### src/design/hfe_pkg.sv
// Shared types and constants of the HDLC frame encoder with CRC-16.
// Used by hfe_front, hfe_queue, hfe_back and the top level; no dependencies.
package hfe_pkg;

   localparam logic [7:0]  FLAG_BYTE = 8'h7E;
   localparam logic [7:0]  ESC_BYTE  = 8'h7D;
   localparam logic [7:0]  ESC_MASK  = 8'h20;
   localparam logic [15:0] CRC_INIT  = 16'hFFFF;
   localparam logic [15:0] CRC_POLY  = 16'h8408;

   typedef logic [255:0][15:0] crc_table_type;

   typedef struct packed {
      logic        open_flag;
      logic [7:0]  data;
      logic        last;
      logic [15:0] crc;
   } job_type;

   typedef enum logic [2:0] {
      PH_OPEN,
      PH_DATA,
      PH_CRC_HI,
      PH_CRC_LO,
      PH_CLOSE
   } phase_type;

   function automatic crc_table_type crc_table_build();
      crc_table_type tbl;
      logic [15:0]   v;
      for (int i = 0; i < 256; i++) begin
         v = 16'(i);
         for (int k = 0; k < 8; k++) begin
            if (v[0]) begin
               v = (v >> 1) ^ CRC_POLY;
            end else begin
               v = v >> 1;
            end
         end
         tbl[i] = v;
      end
      return tbl;
   endfunction

endpackage

### src/design/hfe_front.sv
// Front end: accepts payload beats, opens frames and runs the CRC-16.
// Depends on hfe_pkg; hands one job per beat to hfe_queue.
module hfe_front (
   input  logic            clock,
   input  logic            reset,
   input  logic            req_valid,
   output logic            req_stall,
   input  logic [7:0]      req_payload_byte,
   input  logic            req_frame_last,
   output logic            push_valid,
   output hfe_pkg::job_type push_job,
   input  logic            push_full
);

   localparam hfe_pkg::crc_table_type CRC_TABLE = hfe_pkg::crc_table_build();

   logic [15:0] crc_ff, crc_in;
   logic        inside_ff, inside_in;
   logic [15:0] crc_base;
   logic [15:0] crc_next;

   assign req_stall  = push_full;
   assign push_valid = req_valid & ~push_full;

   always_comb begin
      crc_base = inside_ff ? crc_ff : hfe_pkg::CRC_INIT;
      crc_next = CRC_TABLE[req_payload_byte ^ crc_base[15:8]] ^ {crc_base[7:0], 8'h00};
      push_job.open_flag = ~inside_ff;
      push_job.data      = req_payload_byte;
      push_job.last      = req_frame_last;
      push_job.crc       = crc_next;
   end

   always_comb begin
      crc_in    = crc_ff;
      inside_in = inside_ff;
      if (push_valid) begin
         if (req_frame_last) begin
            crc_in    = hfe_pkg::CRC_INIT;
            inside_in = 1'b0;
         end else begin
            crc_in    = crc_next;
            inside_in = 1'b1;
         end
      end
   end

   always_ff @(posedge clock) begin
      if (reset) begin
         crc_ff    <= hfe_pkg::CRC_INIT;
         inside_ff <= 1'b0;
      end else begin
         crc_ff    <= crc_in;
         inside_ff <= inside_in;
      end
   end

endmodule

### src/design/hfe_queue.sv
// Short job queue between the front end and the line sequencer.
// Depends on hfe_pkg for the job type.
module hfe_queue #(
   parameter int DEPTH = 4
) (
   input  logic             clock,
   input  logic             reset,
   input  logic             push,
   input  hfe_pkg::job_type push_job,
   output logic             full,
   input  logic             pop,
   output hfe_pkg::job_type head_job,
   output logic             empty
);

   localparam int PTR_W = (DEPTH > 1) ? $clog2(DEPTH) : 1;
   localparam int CNT_W = $clog2(DEPTH + 1);

   hfe_pkg::job_type       mem_ff [DEPTH];
   logic [PTR_W-1:0]       wr_ptr_ff, wr_ptr_in;
   logic [PTR_W-1:0]       rd_ptr_ff, rd_ptr_in;
   logic [CNT_W-1:0]       count_ff, count_in;
   logic                   do_push, do_pop;

   assign full     = (count_ff == CNT_W'(DEPTH));
   assign empty    = (count_ff == '0);
   assign head_job = mem_ff[rd_ptr_ff];
   assign do_push  = push & ~full;
   assign do_pop   = pop & ~empty;

   always_comb begin
      wr_ptr_in = wr_ptr_ff;
      rd_ptr_in = rd_ptr_ff;
      count_in  = count_ff;
      if (do_push) begin
         wr_ptr_in = (wr_ptr_ff == PTR_W'(DEPTH - 1)) ? '0 : wr_ptr_ff + 1'b1;
      end
      if (do_pop) begin
         rd_ptr_in = (rd_ptr_ff == PTR_W'(DEPTH - 1)) ? '0 : rd_ptr_ff + 1'b1;
      end
      if (do_push & ~do_pop) begin
         count_in = count_ff + 1'b1;
      end else if (do_pop & ~do_push) begin
         count_in = count_ff - 1'b1;
      end
   end

   always_ff @(posedge clock) begin
      if (do_push) begin
         mem_ff[wr_ptr_ff] <= push_job;
      end
   end

   always_ff @(posedge clock) begin
      if (reset) begin
         wr_ptr_ff <= '0;
         rd_ptr_ff <= '0;
         count_ff  <= '0;
      end else begin
         wr_ptr_ff <= wr_ptr_in;
         rd_ptr_ff <= rd_ptr_in;
         count_ff  <= count_in;
      end
   end

endmodule

### src/design/hfe_back.sv
// Line sequencer: turns one queued job into flag, escaped data, CRC and closing flag
// beats, one per cycle unless stalled, via an output register. Depends on hfe_pkg.
module hfe_back (
   input  logic             clock,
   input  logic             reset,
   input  hfe_pkg::job_type job,
   input  logic             job_valid,
   output logic             job_pop,
   output logic             rsp_valid,
   input  logic             rsp_stall,
   output logic [7:0]       rsp_line_byte,
   output logic             rsp_run_last
);

   hfe_pkg::phase_type phase_ff, phase_in, cur_phase;
   logic               esc_ff, esc_in;
   logic               rsp_valid_ff;
   logic [7:0]         rsp_line_byte_ff, rsp_line_byte_in;
   logic               rsp_run_last_ff, rsp_run_last_in;
   logic               load;
   logic               emit;
   logic [7:0]         raw_byte;
   logic               esc_need;
   logic               job_done;

   assign load = ~rsp_valid_ff | ~rsp_stall;
   assign emit = job_valid & load;

   always_comb begin
      cur_phase = phase_ff;
      if (phase_ff == hfe_pkg::PH_OPEN && !job.open_flag) begin
         cur_phase = hfe_pkg::PH_DATA;
      end
      case (cur_phase)
         hfe_pkg::PH_OPEN:   raw_byte = hfe_pkg::FLAG_BYTE;
         hfe_pkg::PH_DATA:   raw_byte = job.data;
         hfe_pkg::PH_CRC_HI: raw_byte = job.crc[15:8];
         hfe_pkg::PH_CRC_LO: raw_byte = job.crc[7:0];
         hfe_pkg::PH_CLOSE:  raw_byte = hfe_pkg::FLAG_BYTE;
         default:            raw_byte = hfe_pkg::FLAG_BYTE;
      endcase
      esc_need = (cur_phase == hfe_pkg::PH_DATA || cur_phase == hfe_pkg::PH_CRC_HI ||
                  cur_phase == hfe_pkg::PH_CRC_LO) &&
                 (raw_byte == hfe_pkg::FLAG_BYTE || raw_byte == hfe_pkg::ESC_BYTE);
      job_done = ~(esc_need & ~esc_ff) &
                 ((cur_phase == hfe_pkg::PH_DATA && !job.last) ||
                  cur_phase == hfe_pkg::PH_CLOSE);
   end

   // next state
   always_comb begin
      phase_in = phase_ff;
      esc_in   = esc_ff;
      if (emit) begin
         if (esc_need && !esc_ff) begin
            phase_in = cur_phase;
            esc_in   = 1'b1;
         end else begin
            esc_in = 1'b0;
            case (cur_phase)
               hfe_pkg::PH_OPEN:   phase_in = hfe_pkg::PH_DATA;
               hfe_pkg::PH_DATA:   phase_in = job.last ? hfe_pkg::PH_CRC_HI
                                                       : hfe_pkg::PH_OPEN;
               hfe_pkg::PH_CRC_HI: phase_in = hfe_pkg::PH_CRC_LO;
               hfe_pkg::PH_CRC_LO: phase_in = hfe_pkg::PH_CLOSE;
               hfe_pkg::PH_CLOSE:  phase_in = hfe_pkg::PH_OPEN;
               default:            phase_in = hfe_pkg::PH_OPEN;
            endcase
         end
      end
   end

   // outputs
   always_comb begin
      job_pop          = emit & job_done;
      rsp_line_byte_in = rsp_line_byte_ff;
      rsp_run_last_in  = rsp_run_last_ff;
      if (emit) begin
         if (esc_need && !esc_ff) begin
            rsp_line_byte_in = hfe_pkg::ESC_BYTE;
         end else if (esc_ff) begin
            rsp_line_byte_in = raw_byte ^ hfe_pkg::ESC_MASK;
         end else begin
            rsp_line_byte_in = raw_byte;
         end
         rsp_run_last_in = job_done;
      end
   end

   always_ff @(posedge clock) begin
      if (reset) begin
         phase_ff     <= hfe_pkg::PH_OPEN;
         esc_ff       <= 1'b0;
         rsp_valid_ff <= 1'b0;
      end else begin
         phase_ff <= phase_in;
         esc_ff   <= esc_in;
         if (load) begin
            rsp_valid_ff <= job_valid;
         end
      end
   end

   always_ff @(posedge clock) begin
      rsp_line_byte_ff <= rsp_line_byte_in;
      rsp_run_last_ff  <= rsp_run_last_in;
   end

   assign rsp_valid     = rsp_valid_ff;
   assign rsp_line_byte = rsp_line_byte_ff;
   assign rsp_run_last  = rsp_run_last_ff;

endmodule

### src/design/hdlc_frame_encoder_crc16.sv
// Channel  Direction  Ports                                         One beat
// req      in         req_valid req_stall req_payload_byte          one payload byte
//                     req_frame_last
// rsp      out        rsp_valid rsp_stall rsp_line_byte rsp_run_last one line byte
//
// The sequencer sends one line byte per cycle while rsp_stall is low, so an item gives 1 to 8
// line bytes (flag, data and escapes, CRC bytes with escapes, closing flag).
// The front end takes a beat every cycle while the job queue has room.
// Reset clears the queue and the output register, sets the CRC to 0xFFFF, closes the frame.
// rsp_stall holds the output register; the queue then fills and raises req_stall.
module hdlc_frame_encoder_crc16 #(
   parameter int QUEUE_DEPTH = 4
) (
   input  logic       clock,
   input  logic       reset,
   input  logic       req_valid,
   output logic       req_stall,
   input  logic [7:0] req_payload_byte,
   input  logic       req_frame_last,
   output logic       rsp_valid,
   input  logic       rsp_stall,
   output logic [7:0] rsp_line_byte,
   output logic       rsp_run_last
);

   logic             push_valid;
   hfe_pkg::job_type push_job;
   logic             queue_full;
   logic             queue_empty;
   hfe_pkg::job_type head_job;
   logic             job_pop;

   hfe_front u_front (
      .clock            (clock),
      .reset            (reset),
      .req_valid        (req_valid),
      .req_stall        (req_stall),
      .req_payload_byte (req_payload_byte),
      .req_frame_last   (req_frame_last),
      .push_valid       (push_valid),
      .push_job         (push_job),
      .push_full        (queue_full)
   );

   hfe_queue #(
      .DEPTH (QUEUE_DEPTH)
   ) u_queue (
      .clock    (clock),
      .reset    (reset),
      .push     (push_valid),
      .push_job (push_job),
      .full     (queue_full),
      .pop      (job_pop),
      .head_job (head_job),
      .empty    (queue_empty)
   );

   hfe_back u_back (
      .clock         (clock),
      .reset         (reset),
      .job           (head_job),
      .job_valid     (~queue_empty),
      .job_pop       (job_pop),
      .rsp_valid     (rsp_valid),
      .rsp_stall     (rsp_stall),
      .rsp_line_byte (rsp_line_byte),
      .rsp_run_last  (rsp_run_last)
   );

endmodule

### config.mk
export PLATFORM = sky130hd
export DESIGN_NAME = hdlc_frame_encoder_crc16
export DESIGN_NICKNAME = d
export VERILOG_FILES = /design/src/design/hfe_pkg.sv /design/src/design/hfe_front.sv /design/src/design/hfe_queue.sv /design/src/design/hfe_back.sv /design/src/design/hdlc_frame_encoder_crc16.sv
export SDC_FILE = /design/constraint.sdc
export NUM_CORES = 1
export LEC_CHECK = 0
export ABC_AREA = 1
export BUFFER_PORTS_ARGS = -buffer_cell sky130_fd_sc_hd__buf_4
export CORE_MARGIN = 2
export CORE_UTILIZATION = 56
export DETAILED_ROUTE_END_ITERATION = 8
export PLACE_DENSITY = 0.76
export SLEW_MARGIN = 20
export SYNTH_ARGS = -nofsm -noshare
export SYNTH_HDL_FRONTEND = slang
export SYNTH_HIERARCHICAL = 1
export SYNTH_SLANG_ARGS = --single-unit
### constraint.sdc
create_clock -name clock -period 3.1 [get_ports clock]
set_input_delay 0.465 -clock clock [delete_from_list [all_inputs] [get_ports clock]]
set_output_delay 0.465 -clock clock [all_outputs]
set_load 0.005 [all_outputs]
==> flow_metrics.py <==
metrics = {
    "place": {
        "pre_cts_slack_ps": -73.4,
        "routabilityCongestion": 0.860,
        "hpwl_um": 8930,
        "place_area_mm2": 0.00679,
        "port-buffer-count": 23,
    },
    "routing": {
        "met3_length_um": 834,
        "routed_via_density": 5.50,
        "ant_nets": 0,
        "drt_iter0_markers": 429,
        "drcViolationCount": 0,
        "drtPass1Iterations": 5,
        "maxUsedRoutingLayer": "met4",
        "wl_met1_um": 6030,
        "vias": 4545,
        "drt-wirelength-per-cell_um": 16.8,
        "wl_met2_um": 6780,
        "wl_um": 13900,
    },
    "power": {
        "p_total_mw": 7.04,
        "ir_drop_uv": 498,
        "p_sw_mw": 2.43,
        "power.share.sequential_pct": 38.2,
        "power.share.clock_pct": 29.4,
        "combPwrFrac_pct": 32.4,
        "power.internal_mw": 4.61,
        "power.share.switching_pct": 34.6,
        "p_leak_nw": 3.03,
        "power_density_mw_per_mm2": 941,
    },
    "synthesis": {
        "synth_edf_count": 113,
        "synth_top_area_share_pct": 52.3,
        "synth_area_leaders": "edfxtp_1 (52%), dfxtp_1 (9.3%), nand2_1 (6.3%)",
        "syn_nets": 661,
        "ys_warn_count": 6,
        "yosysSeqAreaShare_pct": 61.5,
        "syn_inst": 639,
        "ys.flop_type": "edfxtp_1",
        "avgSynthCellArea_um2": 10.2,
        "yosysTopAreaCell": "edfxtp_1",
        "ys_ff_latch": 143,
        "ys_types": 36,
        "synthArstFlopShare_pct": 0,
        "netlist_area_mm2": 0.00649,
    },
    "worst_setup_path": {
        "critPathRequiredTime_ps": 3410,
        "cp-end-kind": "flip-flop",
        "cp.arrival_ps": 3290,
        "critPathKind": "reg -> reg",
        "cp_max_fo": 8,
        "crit_path_start_kind": "flip-flop",
    },
    "sta": {
        "rsz0062_at_grt": "yes",
        "fin_crit_ps": 2980,
        "max_slew_margin_pct": 61.2,
        "finClkSkew_ps": 9.53,
        "hold_viol_final": 0,
        "worstMarginPinSlew_ps": 581,
        "holdWs_ps": 271,
        "drv_slew": 0,
        "fmax_mhz": 336,
        "setup_viol": 0,
        "setup_slack_ps": 122,
        "fin_crit_sh_pct": 96.1,
    },
    "layout": {
        "multiInputGateArea_mm2": 0.00206,
        "final_area_mm2": 0.00748,
        "diodes": 0,
        "fillers": 845,
        "layout_common_cells": "edfxtp_1 (113), nand2_1 (106), nor2_1 (95)",
        "seq_area_mm2": 0.00400,
        "fin_util_pct": 65.8,
        "syn2layout_area_growth_pct": 15.2,
        "drive_above_1_share_pct": 18.3,
        "final_common_cell": "edfxtp_1",
        "layout.nets": 692,
    },
    "global_route": {
        "antenna_found_initial": 0,
        "grt_max_degree": 41,
        "grt_usage_pct": 23.0,
        "grt_pass1_vias": 4503,
        "grt_overflow": 0,
        "grt_pass1_wl_um": 22100,
    },
    "cts": {
        "tritoncts": "yes",
        "cts_buffers": 17,
        "clockRootBuffer": "clkbuf_16",
        "clk_pin_slew_worst_paths_ps": 60,
        "cts_hold_buffers": 0,
        "clkLatencyLatePin_ps": 420,
        "cts_sinks": 143,
        "ctsLongestPathBuffers": 2,
        "htreeDepth": 4,
    },
    "run_status": {
        "outcome": "finished, final reports clean",
    },
    "floorplanning": {
        "die_y_um": 112,
        "fp.dieW_um": 112,
        "ios": 24,
        "rows": 39,
        "dieArea_mm2": 0.0125,
        "start_util_pct": 57.1,
        "coreArea_mm2": 0.0114,
    },
    "job": {
        "cap_violations": 0,
    },
    "min_path": {
        "hold_class": "in -> reg",
    },
}
cell usage after synthesis (7+ instances only):
| cell type | n |
|---|---|
| nor2_1 | 101 |
| inv_2 | 7 |
| a21oi_1 | 10 |
| buf_2 | 9 |
| buf_4 | 19 |
| o21ai_1 | 21 |
| o21ai_0 | 38 |
| edfxtp_1 | 113 |
| dfxtp_1 | 30 |
| nand2_1 | 109 |
| inv_1 | 61 |
| o22ai_1 | 33 |
| ha_1 | 8 |
| nand3_1 | 24 |
power by group through the flow:
stage / combinational, mW / clock, mW / sequential, mW
after floorplan: 1.51 / 0 / 2.67
after global placement: 2.04 / 0 / 2.70
after detailed placement: 2.11 / 0 / 2.72
after CTS: 2.14 / 2.10 / 2.68
after global routing: 2.52 / 2.17 / 2.72
final: 2.28 / 2.07 / 2.69
routing by layer:
layer,vias up,global-route usage [%]
li1,2208,-
met1,2150,29.8
met2,165,38.1
met3,22,5.23
met4,0,8.56
met5,-,0
cell families after synthesis:
family | count (synthesis) | share of synthesized area [%]
AND/OR/NAND/NOR | 267 | 18.2
flip-flops | 143 | 61.5
AO/OA/AOI/OAI | 106 | 9.13
buffers and inverters | 103 | 7.50
XOR/XNOR | 11 | 1.83
adder cells (fa/ha/maj) | 9 | 1.85
critical path, cell delays in order, from the launching register on:
cell	delay, ps
dfxtp_4	400
o21ai_0	130
o22ai_1	170
inv_1	100
o21ai_4	280
buf_4	170
nor2_1	40
nor2_2	180
nor2_4	70
nand3_4	60
nand2_2	80
nor2_4	150
nand2_2	80
ha_2	190
inv_2	70
fa_2	450
o21ai_2	170
nor2_1	50
registers in the layout, indices dropped and copies added, names as in the netlist, named ones only:
signal                cells
u_queue/mem_ff          104
u_front/crc_ff           15
u_back/rsp_line_byte      8
u_back/phase_ff           3
u_queue/count_ff          3
u_queue/rd_ptr_ff         2
u_queue/wr_ptr_ff         2
u_back/esc_ff             1
u_back/rsp_run_last       1
u_back/rsp_valid          1
u_front/inside_ff         1
what timing repair did:
action / CTS / global route
setup endpoints to repair: 2 / 2
pin swaps: 0 / 8
buffers inserted: 0 / 4
hold endpoints to repair: 0 / 0
gates resized for setup: 1 / 21
area by class of cell:
cell class                      count  share of cell area (%)
Multi-Input combinational cell    393                    27.5
Sequential cell                   143                    53.5
Tap cell                          143                    2.39
Inverter                           72                    3.68
Clock inverter                     15                    2.46
Timing Repair Buffer               43                    4.75
Clock buffer                       17                    5.69
per-stage QoR:
stage,instances,setup TNS (ps)
2_1_floorplan,639,0
3_3_place_gp,790,0
3_5_place_dp,790,-145
4_1_cts,822,0
5_1_grt,826,-104
6_report,826,0
path summary, 6_finish.rpt:
path | from | end | slack [ps] | cells after the start
worst max-delay path | flip-flop | u_queue/count_ff[1] | 120 | 17
worst max register to register | flip-flop | u_queue/count_ff[1] | 120 | 17
worst min register to register | u_front/crc_ff[6] | u_front/crc_ff[6] | 490 | 2
worst min-delay path | req_payload_byte[6] | u_queue/mem_ff[2][23] | 270 | 1
Note: power is estimated with default switching activity, not from simulation.
